File: config.mk
export PLATFORM = sky130hd
export DESIGN_NAME = exponential_hysteresis_debouncer_core_flat
export DESIGN_NICKNAME = d
export VERILOG_FILES = /design/src/hw/rtl/ehd_pkg.sv /design/src/hw/rtl/ehd_in_if.sv /design/src/hw/rtl/ehd_out_if.sv /design/src/hw/rtl/ehd_cfg_if.sv /design/src/hw/rtl/ehd_step_calc.sv /design/src/hw/rtl/ehd_ms_div.sv /design/src/hw/rtl/exponential_hysteresis_debouncer_core.sv /design/src/flat_wrapper.sv
export SDC_FILE = /design/constraint.sdc
export NUM_CORES = 1
export LEC_CHECK = 0
export ABC_AREA = 0
export BUFFER_PORTS_ARGS = -buffer_cell sky130_fd_sc_hd__clkbuf_2
export CAP_MARGIN = 20
export CORE_MARGIN = 2
export CORE_UTILIZATION = 62
export CTS_CLUSTER_SIZE = 14
export DETAILED_ROUTE_END_ITERATION = 8
export PLACE_DENSITY = 0.78
export RECOVER_POWER = 25
export SLEW_MARGIN = 20
export SYNTH_ARGS = -nofsm -noshare
export SYNTH_HDL_FRONTEND = slang
export SYNTH_SLANG_ARGS = --single-unit
File: constraint.sdc
create_clock -name i_clk -period 4.8 [get_ports i_clk]
set_input_delay 0 -clock i_clk [delete_from_list [all_inputs] [get_ports i_clk]]
set_output_delay 0 -clock i_clk [all_outputs]
set_load 0.05 [all_outputs]
File: src/hw/rtl/ehd_pkg.sv
// ----------------------------------------------------------------------------
// ehd_pkg
// Shared widths, constants and register indexes of the hysteresis debouncer.
// ----------------------------------------------------------------------------
package ehd_pkg;

    localparam int Y_W      = 16;   // Q0.16 integrator
    localparam int DT_W     = 16;   // elapsed microseconds per sample
    localparam int DECAY_W  = 24;   // decay time constant
    localparam int DEN_W    = 25;   // decay + elapsed
    localparam int COUNT_W  = 42;   // microsecond counter
    localparam int MS_W     = 32;   // reported milliseconds
    localparam int CFG_IDX_W = 2;
    localparam int CFG_DATA_W = 24;

    localparam logic [Y_W-1:0]     FULL_SCALE     = 16'hFFFF;
    localparam logic [Y_W-1:0]     LOW_THRESHOLD  = 16'd16384;
    localparam logic [Y_W-1:0]     HIGH_THRESHOLD = 16'd49152;
    localparam logic [COUNT_W-1:0] COUNT_MAX      = {COUNT_W{1'b1}};
    localparam logic [DECAY_W-1:0] DECAY_RESET    = 24'd20000;

    // configuration register indexes
    localparam logic [CFG_IDX_W-1:0] REG_DECAY_US = 2'd0;
    localparam logic [CFG_IDX_W-1:0] REG_INVERT   = 2'd1;

endpackage

File: src/hw/rtl/ehd_in_if.sv
// ----------------------------------------------------------------------------
// ehd_in_if
// Sample channel: raw pin level and elapsed microseconds.
// ----------------------------------------------------------------------------
interface ehd_in_if;
    logic                     valid;
    logic                     ready;
    logic                     pin_level;
    logic [ehd_pkg::DT_W-1:0] elapsed_us;

    modport source (output valid, output pin_level, output elapsed_us, input ready);
    modport sink   (input valid, input pin_level, input elapsed_us, output ready);
endinterface

File: src/hw/rtl/ehd_out_if.sv
// ----------------------------------------------------------------------------
// ehd_out_if
// Result channel: debounced level, edge flags, time since last change.
// ----------------------------------------------------------------------------
interface ehd_out_if;
    logic                     valid;
    logic                     ready;
    logic                     is_on;
    logic                     went_on;
    logic                     went_off;
    logic [ehd_pkg::MS_W-1:0] ms_since_change;

    modport source (output valid, output is_on, output went_on, output went_off,
                    output ms_since_change, input ready);
    modport sink   (input valid, input is_on, input went_on, input went_off,
                    input ms_since_change, output ready);
endinterface

File: src/hw/rtl/ehd_cfg_if.sv
// ----------------------------------------------------------------------------
// ehd_cfg_if
// Configuration write channel: register index and write data.
// ----------------------------------------------------------------------------
interface ehd_cfg_if;
    logic                           valid;
    logic                           ready;
    logic [ehd_pkg::CFG_IDX_W-1:0]  index;
    logic [ehd_pkg::CFG_DATA_W-1:0] data;

    modport source (output valid, output index, output data, input ready);
    modport sink   (input valid, input index, input data, output ready);
endinterface

File: src/hw/rtl/ehd_step_calc.sv
// ----------------------------------------------------------------------------
// ehd_step_calc
// Serial step = mag * dt / (decay + dt): shift-add multiply, then restoring
// divide, both sharing one 41-bit shift register.
// ----------------------------------------------------------------------------
module ehd_step_calc (
    input  logic                        i_clk,
    input  logic                        i_rst_n,
    input  logic                        i_start,
    input  logic [ehd_pkg::Y_W-1:0]     i_mag,
    input  logic [ehd_pkg::DT_W-1:0]    i_dt,
    input  logic [ehd_pkg::DECAY_W-1:0] i_decay,
    output logic                        o_done,
    output logic [ehd_pkg::Y_W-1:0]     o_step
);

    localparam int STEPS = ehd_pkg::Y_W;
    localparam int CNT_W = $clog2(STEPS);

    typedef enum logic [1:0] {S_IDLE, S_MUL, S_DIV} t_state;

    t_state                       r_state;
    logic [CNT_W-1:0]             r_cnt;
    logic [ehd_pkg::DEN_W-1:0]    r_hi;     // product high half, then remainder
    logic [ehd_pkg::Y_W-1:0]      r_lo;     // multiplier, then quotient
    logic [ehd_pkg::Y_W-1:0]      r_mag;
    logic [ehd_pkg::DEN_W-1:0]    r_den;
    logic                         r_done;
    logic [ehd_pkg::Y_W-1:0]      r_step;

    logic [ehd_pkg::Y_W:0]        mul_sum;
    logic [ehd_pkg::DEN_W:0]      div_trial;
    logic [ehd_pkg::DEN_W:0]      div_diff;
    logic                         div_ge;
    logic                         last;

    assign mul_sum   = {1'b0, r_hi[ehd_pkg::Y_W-1:0]} + (r_lo[0] ? {1'b0, r_mag} : '0);
    assign div_trial = {r_hi, r_lo[ehd_pkg::Y_W-1]};
    assign div_diff  = div_trial - {1'b0, r_den};
    assign div_ge    = (div_trial >= {1'b0, r_den});
    assign last      = (r_cnt == CNT_W'(STEPS - 1));

    always_ff @(posedge i_clk) begin
        if (!i_rst_n) begin
            r_state <= S_IDLE;
            r_done  <= 1'b0;
        end else begin
            r_done <= 1'b0;
            unique case (r_state)
                S_IDLE: begin
                    if (i_start) begin
                        r_hi    <= '0;
                        r_lo    <= i_dt;
                        r_mag   <= i_mag;
                        r_den   <= {1'b0, i_decay} + ehd_pkg::DEN_W'(i_dt);
                        r_cnt   <= '0;
                        r_state <= S_MUL;
                    end
                end
                S_MUL: begin
                    r_hi  <= ehd_pkg::DEN_W'(mul_sum[ehd_pkg::Y_W:1]);
                    r_lo  <= {mul_sum[0], r_lo[ehd_pkg::Y_W-1:1]};
                    r_cnt <= r_cnt + 1'b1;
                    if (last) begin
                        r_state <= S_DIV;
                    end
                end
                S_DIV: begin
                    r_hi  <= div_ge ? div_diff[ehd_pkg::DEN_W-1:0]
                                    : div_trial[ehd_pkg::DEN_W-1:0];
                    r_lo  <= {r_lo[ehd_pkg::Y_W-2:0], div_ge};
                    r_cnt <= r_cnt + 1'b1;
                    if (last) begin
                        // zero denominator means zero elapsed time: hold
                        r_step  <= (r_den == '0) ? '0 : {r_lo[ehd_pkg::Y_W-2:0], div_ge};
                        r_done  <= 1'b1;
                        r_state <= S_IDLE;
                    end
                end
                default: r_state <= S_IDLE;
            endcase
        end
    end

    assign o_done = r_done;
    assign o_step = r_step;

endmodule

File: src/hw/rtl/ehd_ms_div.sv
// ----------------------------------------------------------------------------
// ehd_ms_div
// Microseconds to milliseconds: restoring divide by 1000, two quotient bits
// per cycle, saturated to 32 bits.
// ----------------------------------------------------------------------------
module ehd_ms_div (
    input  logic                          i_clk,
    input  logic                          i_rst_n,
    input  logic                          i_start,
    input  logic [ehd_pkg::COUNT_W-1:0]   i_count,
    output logic                          o_done,
    output logic [ehd_pkg::MS_W-1:0]      o_ms
);

    localparam int REM_W = 10;
    localparam int STEPS = (ehd_pkg::COUNT_W + 1) / 2;
    localparam int CNT_W = $clog2(STEPS);
    localparam logic [REM_W:0] DIVISOR = 11'd1000;

    typedef enum logic {S_IDLE, S_RUN} t_state;

    t_state                         r_state;
    logic [CNT_W-1:0]               r_cnt;
    logic [REM_W-1:0]               r_rem;
    logic [ehd_pkg::COUNT_W-1:0]    r_num;  // dividend out at top, quotient in at bottom
    logic                           r_done;
    logic [ehd_pkg::MS_W-1:0]       r_ms;

    logic [REM_W:0]                 dig1;
    logic [REM_W:0]                 dig2;
    logic [ehd_pkg::COUNT_W-1:0]    quot;

    // one restoring digit: {quotient bit, new remainder}
    function automatic logic [REM_W:0] digit(input logic [REM_W-1:0] rem, input logic din);
        logic [REM_W:0] t;
        t = {rem, din};
        if (t >= DIVISOR) begin
            return {1'b1, REM_W'(t - DIVISOR)};
        end
        return {1'b0, t[REM_W-1:0]};
    endfunction

    assign dig1 = digit(r_rem, r_num[ehd_pkg::COUNT_W-1]);
    assign dig2 = digit(dig1[REM_W-1:0], r_num[ehd_pkg::COUNT_W-2]);
    assign quot = {r_num[ehd_pkg::COUNT_W-3:0], dig1[REM_W], dig2[REM_W]};

    always_ff @(posedge i_clk) begin
        if (!i_rst_n) begin
            r_state <= S_IDLE;
            r_done  <= 1'b0;
        end else begin
            r_done <= 1'b0;
            unique case (r_state)
                S_IDLE: begin
                    if (i_start) begin
                        r_rem   <= '0;
                        r_num   <= i_count;
                        r_cnt   <= '0;
                        r_state <= S_RUN;
                    end
                end
                S_RUN: begin
                    r_rem <= dig2[REM_W-1:0];
                    r_num <= quot;
                    r_cnt <= r_cnt + 1'b1;
                    if (r_cnt == CNT_W'(STEPS - 1)) begin
                        r_ms    <= (|quot[ehd_pkg::COUNT_W-1:ehd_pkg::MS_W])
                                   ? '1 : quot[ehd_pkg::MS_W-1:0];
                        r_done  <= 1'b1;
                        r_state <= S_IDLE;
                    end
                end
                default: r_state <= S_IDLE;
            endcase
        end
    end

    assign o_done = r_done;
    assign o_ms   = r_ms;

endmodule

File: src/hw/rtl/exponential_hysteresis_debouncer_core.sv
// ----------------------------------------------------------------------------
// exponential_hysteresis_debouncer_core
// Integrating pin debouncer with hysteresis and time-since-change report.
// ----------------------------------------------------------------------------
// Usage:
//   i_in   : one item per raw pin sample (pin_level, elapsed_us).
//   o_out  : one item per sample (is_on, went_on, went_off, ms_since_change).
//   i_cfg  : register writes, always ready; index 0 decay_us, 1 invert.
//            Write only while no sample is in flight.
// Flow:
//   The first sample after reset loads the integrator from the pin and
//   goes straight to S_DONE, bypassing the step unit and the ms divider.
//   Every later sample waits in S_CALC: the step unit does a shift-add
//   multiply then a restoring divide; the ms divider (2 bits per cycle)
//   runs alongside. One sample is in work at a time, so the next one is
//   accepted only once the last has left S_DONE for the output register.
// Reset: decay_us 20000, invert 0, integrator and counter cleared; the
//   next sample primes the state.
// Stall: the result sits in the output register until taken; the next
//   sample is accepted and computed meanwhile, then waits for the register.
// ----------------------------------------------------------------------------
module exponential_hysteresis_debouncer_core (
    input  logic       i_clk,
    input  logic       i_rst_n,
    ehd_in_if.sink     i_in,
    ehd_out_if.source  o_out,
    ehd_cfg_if.sink    i_cfg
);

    typedef enum logic [1:0] {S_IDLE, S_CALC, S_DONE} t_state;

    t_state                          r_state;
    logic [ehd_pkg::DECAY_W-1:0]     r_decay;
    logic                            r_invert;
    logic [ehd_pkg::Y_W-1:0]         r_y;
    logic                            r_level;
    logic                            r_primed;
    logic [ehd_pkg::COUNT_W-1:0]     r_us;
    logic                            r_pin;
    logic                            r_wait_step;
    logic                            r_wait_ms;
    logic                            r_flip;
    logic [ehd_pkg::MS_W-1:0]        r_res_ms;

    logic                            r_out_valid;
    logic                            r_out_is_on;
    logic                            r_out_went_on;
    logic                            r_out_went_off;
    logic [ehd_pkg::MS_W-1:0]        r_out_ms;

    logic                            in_acc;
    logic                            start;
    logic [ehd_pkg::Y_W-1:0]         mag;
    logic [ehd_pkg::COUNT_W:0]       us_sum;
    logic [ehd_pkg::COUNT_W-1:0]     us_sat;
    logic                            step_done;
    logic [ehd_pkg::Y_W-1:0]         step;
    logic                            ms_done;
    logic [ehd_pkg::MS_W-1:0]        ms_val;
    logic [ehd_pkg::Y_W-1:0]         y_new;
    logic                            level_new;
    logic                            out_free;
    logic                            on_now;

    assign i_in.ready  = (r_state == S_IDLE);
    assign i_cfg.ready = 1'b1;
    assign in_acc      = i_in.valid && (r_state == S_IDLE);
    assign start       = in_acc && r_primed;

    // distance to target: full scale for a high pin, zero for a low pin
    assign mag    = i_in.pin_level ? (ehd_pkg::FULL_SCALE - r_y) : r_y;
    assign us_sum = {1'b0, r_us} + (ehd_pkg::COUNT_W+1)'(i_in.elapsed_us);
    assign us_sat = us_sum[ehd_pkg::COUNT_W] ? ehd_pkg::COUNT_MAX
                                             : us_sum[ehd_pkg::COUNT_W-1:0];

    ehd_step_calc u_step (
        .i_clk   (i_clk),
        .i_rst_n (i_rst_n),
        .i_start (start),
        .i_mag   (mag),
        .i_dt    (i_in.elapsed_us),
        .i_decay (r_decay),
        .o_done  (step_done),
        .o_step  (step)
    );

    ehd_ms_div u_ms (
        .i_clk   (i_clk),
        .i_rst_n (i_rst_n),
        .i_start (start),
        .i_count (us_sat),
        .o_done  (ms_done),
        .o_ms    (ms_val)
    );

    assign y_new     = r_pin ? (r_y + step) : (r_y - step);
    assign level_new = r_level ? (y_new > ehd_pkg::LOW_THRESHOLD)
                               : (y_new > ehd_pkg::HIGH_THRESHOLD);
    assign out_free  = !r_out_valid || o_out.ready;
    assign on_now    = r_level ^ r_invert;

    always_ff @(posedge i_clk) begin
        if (!i_rst_n) begin
            r_decay  <= ehd_pkg::DECAY_RESET;
            r_invert <= 1'b0;
        end else if (i_cfg.valid) begin
            unique case (i_cfg.index)
                ehd_pkg::REG_DECAY_US: r_decay  <= i_cfg.data;
                ehd_pkg::REG_INVERT:   r_invert <= i_cfg.data[0];
                default: ;
            endcase
        end
    end

    always_ff @(posedge i_clk) begin
        if (!i_rst_n) begin
            r_state     <= S_IDLE;
            r_y         <= '0;
            r_level     <= 1'b0;
            r_primed    <= 1'b0;
            r_us        <= '0;
            r_wait_step <= 1'b0;
            r_wait_ms   <= 1'b0;
            r_out_valid <= 1'b0;
        end else begin
            if ((r_state == S_DONE) && out_free) begin
                r_out_valid <= 1'b1;
            end else if (o_out.ready) begin
                r_out_valid <= 1'b0;
            end
            unique case (r_state)
                S_IDLE: begin
                    if (in_acc) begin
                        r_pin <= i_in.pin_level;
                        if (!r_primed) begin
                            r_y      <= i_in.pin_level ? ehd_pkg::FULL_SCALE : '0;
                            r_level  <= i_in.pin_level;
                            r_us     <= '0;
                            r_primed <= 1'b1;
                            r_flip   <= 1'b0;
                            r_res_ms <= '0;
                            r_state  <= S_DONE;
                        end else begin
                            r_us        <= us_sat;
                            r_wait_step <= 1'b1;
                            r_wait_ms   <= 1'b1;
                            r_state     <= S_CALC;
                        end
                    end
                end
                S_CALC: begin
                    if (step_done) begin
                        r_wait_step <= 1'b0;
                    end
                    if (ms_done) begin
                        r_wait_ms <= 1'b0;
                        r_res_ms  <= ms_val;
                    end
                    if (!r_wait_step && !r_wait_ms) begin
                        r_y     <= y_new;
                        r_level <= level_new;
                        r_flip  <= (level_new != r_level);
                        if (level_new != r_level) begin
                            r_us <= '0;
                        end
                        r_state <= S_DONE;
                    end
                end
                S_DONE: begin
                    if (out_free) begin
                        r_out_is_on    <= on_now;
                        r_out_went_on  <= r_flip && on_now;
                        r_out_went_off <= r_flip && !on_now;
                        r_out_ms       <= r_flip ? '0 : r_res_ms;
                        r_state        <= S_IDLE;
                    end
                end
                default: r_state <= S_IDLE;
            endcase
        end
    end

    assign o_out.valid           = r_out_valid;
    assign o_out.is_on           = r_out_is_on;
    assign o_out.went_on         = r_out_went_on;
    assign o_out.went_off        = r_out_went_off;
    assign o_out.ms_since_change = r_out_ms;

endmodule

File: src/flat_wrapper.sv
// flat-port wrapper written by rule: the top's interface ports become plain ports
module exponential_hysteresis_debouncer_core_flat 
  (i_clk, i_rst_n, i_in_valid, i_in_pin_level, i_in_elapsed_us, i_in_ready, o_out_valid, o_out_is_on, o_out_went_on, o_out_went_off, o_out_ms_since_change, o_out_ready, i_cfg_valid, i_cfg_index, i_cfg_data, i_cfg_ready);
  ehd_in_if i_in_i ();
  ehd_out_if o_out_i ();
  ehd_cfg_if i_cfg_i ();
  input  logic i_clk;
  input  logic i_rst_n;
  input wire logic [$bits(i_in_i.valid)-1:0] i_in_valid;
  input wire logic [$bits(i_in_i.pin_level)-1:0] i_in_pin_level;
  input wire logic [$bits(i_in_i.elapsed_us)-1:0] i_in_elapsed_us;
  output wire logic [$bits(i_in_i.ready)-1:0] i_in_ready;
  output wire logic [$bits(o_out_i.valid)-1:0] o_out_valid;
  output wire logic [$bits(o_out_i.is_on)-1:0] o_out_is_on;
  output wire logic [$bits(o_out_i.went_on)-1:0] o_out_went_on;
  output wire logic [$bits(o_out_i.went_off)-1:0] o_out_went_off;
  output wire logic [$bits(o_out_i.ms_since_change)-1:0] o_out_ms_since_change;
  input wire logic [$bits(o_out_i.ready)-1:0] o_out_ready;
  input wire logic [$bits(i_cfg_i.valid)-1:0] i_cfg_valid;
  input wire logic [$bits(i_cfg_i.index)-1:0] i_cfg_index;
  input wire logic [$bits(i_cfg_i.data)-1:0] i_cfg_data;
  output wire logic [$bits(i_cfg_i.ready)-1:0] i_cfg_ready;
  assign i_in_i.valid = i_in_valid;
  assign i_in_i.pin_level = i_in_pin_level;
  assign i_in_i.elapsed_us = i_in_elapsed_us;
  assign i_in_ready = i_in_i.ready;
  assign o_out_valid = o_out_i.valid;
  assign o_out_is_on = o_out_i.is_on;
  assign o_out_went_on = o_out_i.went_on;
  assign o_out_went_off = o_out_i.went_off;
  assign o_out_ms_since_change = o_out_i.ms_since_change;
  assign o_out_i.ready = o_out_ready;
  assign i_cfg_i.valid = i_cfg_valid;
  assign i_cfg_i.index = i_cfg_index;
  assign i_cfg_i.data = i_cfg_data;
  assign i_cfg_ready = i_cfg_i.ready;
  exponential_hysteresis_debouncer_core u_core (.i_clk(i_clk), .i_rst_n(i_rst_n), .i_in(i_in_i), .o_out(o_out_i), .i_cfg(i_cfg_i));
endmodule
Yosys cells after proc, flatten, opt, wreduce, memory -nomap -nowiden
Index checks and enable logic that the tools add are counted.
Word-level totals
  flip-flop bits (word level): 355
  input bits: 48
  output and inout port bits: 38
  logic and storage cells: 179
Operators by class
  add/sub/neg operators: 11
  order comparisons: 5
  equal/unequal tests: 20
  muxes and demuxes: 68
  bitwise gates (word level): 2
  reductions and logical operators: 42
Operators by type and width (count)
  two-way mux 42 bit: 6
  case mux 42 bit (2 select lines): 2
  two-way mux 16 bit: 8
  two-way mux 32 bit: 3
  case mux 25 bit (3 select lines): 1
  case mux 32 bit (2 select lines): 1
  two-way mux 25 bit: 2
  case mux 16 bit (3 select lines): 1
  two-way mux 11 bit: 4
  adder 42 x 16 -> 43 bit: 1
  case mux 16 bit (2 select lines): 1
  AND reduction 3 bit: 9
  greater-or-equal comparator 26 x 25 -> 1 bit: 1
  adder 24 x 16 -> 25 bit: 1
  zero test 25 bit: 1
  subtractor 25 bit: 1
  greater-or-equal comparator 11 x 10 -> 1 bit, second input constant: 2
  case mux 10 bit (2 select lines): 1
  subtractor 10 bit, second input constant: 2
  two-way mux 1 bit: 19
  adder 16 x 17 -> 17 bit: 1
  adder 16 bit: 1
  greater-than comparator 16 x 15 -> 1 bit, second input constant: 1
  greater-than comparator 16 bit, second input constant: 1
  other kinds (32): 77

Longest topological paths before layout
  depth in word-level cells: 8
  gate-level depth with buffers: 19
  gate-level depth less buffers: 16

Cells and area by module
Synthesis repeated with hierarchy kept, for this count alone.
Unflattened totals
  cells, all modules: 1926
  area, all modules: 20138.1 µm²
By module, submodules not included
  exponential_hysteresis_debouncer_core: times used 1, cells an instance 945, area an instance 8811.0 µm², seq. area each 3873.7 µm²
  ehd_step_calc: times used 1, cells an instance 708, area an instance 7258.2 µm², seq. area each 3123.0 µm²
  ehd_ms_div: times used 1, cells an instance 273, area an instance 4068.9 µm², seq. area each 2712.6 µm²

Worst setup path before layout
OpenSTA, ideal clock, no wires.
  path kind: register to register
  start: register u_core.u_step.r_step (netlist bit u_core.u_step.o_step[3])
  end: register u_core.r_us[17] (netlist name)
  setup time: 0.122 ns
  data arrival time: 4.233 ns
  required time: 4.678 ns
  slack: 0.445 ns
  cell stages (with the launch flop): 17
  path buffers: 1
  clock period less this slack: 4.355 ns
  path through: edfxtp_1 or3_1 nor3b_1 nor2_1 xnor2_1 ha_1 o21ai_0 nand2b_1 o21ai_2 xnor2_1 or4_1 or4_4 o41ai_4 mux2i_1 nor2b_1 buf_4 a221o_1
Between the ends
  word-level cells in the longest chain between the ends: 7
  elaborated cells on any way between the ends: 9
  those cells by class: add/sub: 2; order compare: 2; eq/ne: 2; mux: 2; reduce/logical: 1
RTL lines
  from (decl): RTL line ehd_step_calc.sv:29  | logic [ehd_pkg::Y_W-1:0] r_step;
  from (signal assigned): RTL line ehd_step_calc.sv:75  | r_step <= (r_den == '0) ? '0 : {r_lo[ehd_pkg::Y_W-2:0], div_ge};
  subtractor 16 bit or adder 16 bit (tied branches): RTL line exponential_hysteresis_debouncer_core.sv:96  | assign y_new = r_pin ? (r_y + step) : (r_y - step);
  two-way mux 16 bit *: RTL line exponential_hysteresis_debouncer_core.sv:96
  greater-than comparator 16 bit or greater-than comparator 16 x 15 -> 1 bit (tied branches): RTL line exponential_hysteresis_debouncer_core.sv:98, exponential_hysteresis_debouncer_core.sv:97
  two-way mux 1 bit *: RTL line exponential_hysteresis_debouncer_core.sv:97  | assign level_new = r_level ? (y_new > ehd_pkg::LOW_THRESHOLD)
  != test 1 bit *: RTL line exponential_hysteresis_debouncer_core.sv:163  | if (level_new != r_level) begin
  != test 2 x 1 -> 1 bit (no line) *
  AND reduction 4 bit (no line) *
  to (signal assigned): RTL line exponential_hysteresis_debouncer_core.sv:144  | r_us <= us_sat;
  to (decl): RTL line exponential_hysteresis_debouncer_core.sv:38  | logic [ehd_pkg::COUNT_W-1:0] r_us;
Mark *: on every way between the ends. The rest lies on a longest branch, timed or not.
A chain may end at the register's enable or synchronous reset.

Final worst setup path
  start: register u_core.u_step.r_step (netlist bit u_core.u_step.o_step[4])
  end: register u_core.r_us[36] (netlist name)
The elaborated chain is that of the path after synthesis.

==> reports/results.md <==
| Stage | Quantity | Reported |
|---|---|---|
| cells and area | Net total in the final layout | 2,246 |
| synth | EDFF count, synth | 260 |
| flow run | Max-capacitance violation count | 1 |
| die | Core region area | 31,560 µm² |
| placement | Post-placement setup slack | -73.31 ps |
| power | Cell area power density | 354.0 nW/µm² |
| cells and area | Layout overhead on the synthesized area | 13.85% |
| placement | Sum of net half-perimeters after detailed placement | 32,100 µm |
| clocking | Number of clock sinks seen by CTS | 355 |
| timing | Number of setup violations in the final report | 0 |
| cells and area | Layout Utilization | 71.57% |
| critical path | Worst Setup End Kind | flip-flop |
| cells and area | Area occupied by multi-input gates | 9504 µm² |
| timing | Post-route clock skew | 20.00 ps |
| placement | Final estimated routing congestion in global placement | 0.8983 |
| synth | Ys Warns | 0 |
| power | VDD IR max | 0.3902 mV |
| timing | Final max-slew violation count | 36 |
| global route | Number of global-route vias before repair | 14,450 |
| critical path | Launch instance of the worst register-to-register path | u_core.u_step.o_step[4]$_SDFFCE_PN0P_ |
| route | Antenna Violating Nets Remaining | 0 |
| synth | Synthesized instance count | 1,951 |
| power | Clock power frac | 36.1% |
| placement | Count of buffers inserted at the top-level ports | 84 |
| route | Wire length per cell | 18.29 µm |
| synth | Post-synthesis instance area | 19,840 µm² |
| run status | Result of the run | finished, violations left |
| synth | XOR/XNOR Fraction of Synth Area | 6.093% |
| timing | Number of failing hold endpoints at the final stage | 0 |
| synth | Share of Yosys cell area claimed by the top area cell type | 39.36% |
| synth | Sequential cell area fraction in the yosys report | 48.94% |
| cells and area | FF/Latch Area | 9709 µm² |
| critical path | Maximum fanout along the worst path | 8 |
| cells and area | Share of layout cells above drive strength 1 | 10.13% |
| route | Total Wirelength | 46,160 µm |
| route | Total via count after detailed routing | 15,270 |
| die | Boundary Pins | 86 |
| power | Reported net switching power | 2.226 mW |
| run status | Violated checks | capacitance limit, slew limit |
| synth | Synth Area in Simple Gates | 17.01% |
| synth | Syn_area_per_cell | 10.17 µm² |
| synth | Proportion of register bits with asynchronous set or reset after synthesis | 0% |
| global route | Total global routing track utilization | 27.65% |
| synth | Synth unique cells | 78 |
| die | Starting utilization of the core area | 62.87% |
| worst hold path | Path type of the worst min-delay path | primary input to flip-flop |
| power | Internal power component | 5.770 mW |
| synth | Primary FF master, synth | sky130_fd_sc_hd__edfxtp_1 |
| power | Sequential group share of total power | 45.2% |
| synth | Post-synthesis register bit count | 355 |
| cells and area | Fillers | 2,252 |
| critical path | Data required time at the worst endpoint | 5210 ps |
| power | Gate power share | 18.7% |
| critical path | Classification of the worst setup path | flip-flop to flip-flop |
| timing | Slew HR | -17.15% |
| timing | Slew at the pin closest to its max-slew limit | 1757 ps |
| worst hold path | HP Start | i_cfg_data[9] |
| critical path | Crit path launch type | flip-flop |
| global route | Number of antenna violations at the first check in global routing | 1 |
| clocking | Root Driver | sky130_fd_sc_hd__clkbuf_16 |
| die | Die H | 182.9 µm |
| critical path | Reg2Reg Depth | 18 |
| route | Via count normalized by instance count | 6.050 |
| clocking | Clock tree from TritonCTS | yes |
| clocking | Number of clock buffers inserted by TritonCTS | 39 |
| die | Std cell rows | 65 |
| timing | Post-route setup slack | 131.0 ps |
| cells and area | Inserted Diodes | 0 |
| worst hold path | Number of instances on the worst hold path | 4 |
| clocking | Clock latency on the worst-skew pair | 540 ps |
| global route | Grt total ovfl | 0 |
| worst hold path | WHS Endpoint | u_core.r_decay[9]$_SDFFE_PN1P_ |
| timing | Crit share post-route | 97.27% |
| power | Sw Ratio | 27.84% |
| synth | Fraction of synthesized area in multiplexers | 1.816% |
| power | Static leakage power | 8.688 nW |
| clocking | H-tree level count | 2 |
| timing | Total negative setup slack | 0 ps |
| route | Number of DRC markers in iteration 0 | 1,639 |
| die | Die Outline Area | 33,440 µm² |
| timing | Worst slack on hold paths | 239.5 ps |
| power | Overall power of the completed layout | 7.995 mW |
| synth | Fraction of the mapped netlist area in compound gates | 15.62% |
| global route | Largest net degree at the start of global routing | 97 |
| synth | Cell types with the highest counts after synthesis | 260 x sky130_fd_sc_hd__edfxtp_1, 165 x sky130_fd_sc_hd__nand2_1, 139 x sky130_fd_sc_hd__a21oi_1, 139 x sky130_fd_sc_hd__nor2_1, 102 x sky130_fd_sc_hd__ha_1 |
| global route | First-pass GRT wire length | 74,430 µm |
| timing | Achievable clock frequency | 0.2142 GHz |
| synth | Cell types with the largest area share after synthesis | sky130_fd_sc_hd__edfxtp_1 39%, sky130_fd_sc_hd__dfxtp_1 9.6%, sky130_fd_sc_hd__ha_1 6.4% |
| synth | Synthesized netlist net count | 2,106 |
| critical path | Register-to-register setup slack | 130 ps |
| synth | Post-synthesis cell type with the largest combined area | sky130_fd_sc_hd__edfxtp_1 |
| die | Die X | 182.9 µm |
| critical path | Endpoint of the lowest-slack register-to-register path | u_core.r_us[36]$_SDFFE_PN0P_ |
| route | Initial DRT Pass Iterations | 6 |
| synth | Most instantiated library cell after synthesis | sky130_fd_sc_hd__edfxtp_1 |
| critical path | WP data arrival | 5080 ps |
| timing | Final critical path time including I/O delays and setup | 4669 ps |
| route | Number of design rule violations left after detail routing | 0 |
| clocking | Buffer levels on the longest clock path | 3 |
| clocking | Clk slew on worst S/H paths | 60 ps |
| synth | Combinational family with the most area after synthesis | simple AND/OR/NAND/NOR gates |
| synth | Post-synthesis adder-cell area fraction | 6.938% |
sequential cells by signal, indices dropped and copies added (netlist names), 2 cells and up:
register / flops
u_core.u_step.r_state: 2
u_core.u_step.r_den: 25
u_core.u_ms.o_ms: 32
u_core.u_ms.r_num: 42
u_core.u_step.r_hi: 25
u_core.r_res_ms: 32
u_core.r_us: 42
u_core.r_y: 16
u_core.u_step.r_cnt: 4
u_core.r_state: 2
u_core.u_step.r_mag: 16
u_core.u_step.o_step: 16
u_core.u_ms.r_rem: 10
u_core.r_decay: 24
u_core.u_ms.r_cnt: 5
u_core.u_step.r_lo: 16
u_core.o_out.ms_since_change: 32
what timing repair did:
action | CTS | global route
setup buffers | 0 | 6
pin swaps | 0 | 3
hold buffers | 51 | 0
resized for setup | 1 | 11
endpoints found under the hold margin | 53 | 0
endpoints found under the setup margin | 16 | 42
worst max-delay path, cell delays in order, from the launching register on:
cell and delay [ps]:
sky130_fd_sc_hd__edfxtp_1 400, sky130_fd_sc_hd__or3_4 420, sky130_fd_sc_hd__nor3b_2 160, sky130_fd_sc_hd__buf_4 150, sky130_fd_sc_hd__a21oi_1 70, sky130_fd_sc_hd__xor2_1 150
sky130_fd_sc_hd__ha_1 410, sky130_fd_sc_hd__a21oi_2 220, sky130_fd_sc_hd__o21ai_0 100, sky130_fd_sc_hd__a31oi_1 150, sky130_fd_sc_hd__o31ai_1 90, sky130_fd_sc_hd__a41o_1 230
sky130_fd_sc_hd__or4_4 560, sky130_fd_sc_hd__o41ai_4 310, sky130_fd_sc_hd__buf_4 200, sky130_fd_sc_hd__mux2i_4 320, sky130_fd_sc_hd__nor2b_4 70, sky130_fd_sc_hd__clkbuf_4 190
sky130_fd_sc_hd__a221o_1 360
metrics by stage:
| step | std cells | area (µm²) |
|---|---|---|
| floorplan | 1951 | 19840 |
| global placement | 2392 | 20760 |
| detailed placement | 2394 | 20800 |
| CTS | 2517 | 22550 |
| global route | 2524 | 22590 |
| finish | 2524 | 22590 |
placed cells by master, fill, tap and decap left out, drive strengths merged, types with 62 or more instances in the layout:
cell type  count
edfxtp       260
nand2        165
a21oi        139
nor2         139
clkbuf       139
ha           102
inv          100
dfxtp         95
o21ai         91
xnor2         76
nor2b         73
and2          73
xor2          62
cell type report:
cell class                      count  area share, %
Inverter                           98          1.629
Sequential cell                   355          42.99
Clock inverter                     21         0.7479
Tap cell                          402          2.227
Multi-Input combinational cell   1415          42.08
Clock buffer                       51          4.703
Timing Repair Buffer              182          5.623
cell families (layout without fill, tap and decap cells):
family          after synthesis  count (layout)
xor+xnor                    138             138
flops                       355             355
other cells                   1               1
simple gates                667             667
compound gates              467             467
buf+inv                     181             352
fa+ha+maj                   107             107
mux                          35              35
routing by layer:
metal | track usage (%) | part of all wire, %
met2 | 41.84 | 43
met4 | 7.616 | 2.5
met3 | 4.011 | 7.7
met5 | 0 | 0
met1 | 41.81 | 47
worst max-delay path by stage:
stage	end	cells past startpoint	startpoint
2_1_floorplan	u_core.r_us[17]$_SDFFE_PN0P_	16	u_core.u_step.o_step[3]$_SDFFCE_PN0P_
4_1_cts	u_core.r_us[21]$_SDFFE_PN0P_	16	u_core.u_step.o_step[4]$_SDFFCE_PN0P_
5_1_grt	u_core.r_us[36]$_SDFFE_PN0P_	18	u_core.u_step.o_step[4]$_SDFFCE_PN0P_
6_report	u_core.r_us[36]$_SDFFE_PN0P_	18	u_core.u_step.o_step[4]$_SDFFCE_PN0P_
3_3_place_gp	u_core.r_us[7]$_SDFFE_PN0P_	16	u_core.u_step.o_step[4]$_SDFFCE_PN0P_
3_5_place_dp	u_core.r_us[9]$_SDFFE_PN0P_	17	u_core.u_step.o_step[4]$_SDFFCE_PN0P_
power by group through the flow:
| stage | logic [mW] | registers [mW] | clock network, mW |
|---|---|---|---|
| after floorplan | 1.04 | 3.67 | 0 |
| after global placement | 1.36 | 3.67 | 0 |
| after detailed placement | 1.40 | 3.68 | 0 |
| after CTS | 1.44 | 3.61 | 2.92 |
| after global routing | 1.64 | 3.63 | 3.05 |
| final | 1.50 | 3.61 | 2.88 |
No activity file was read; power rests on OpenSTA's default activity.
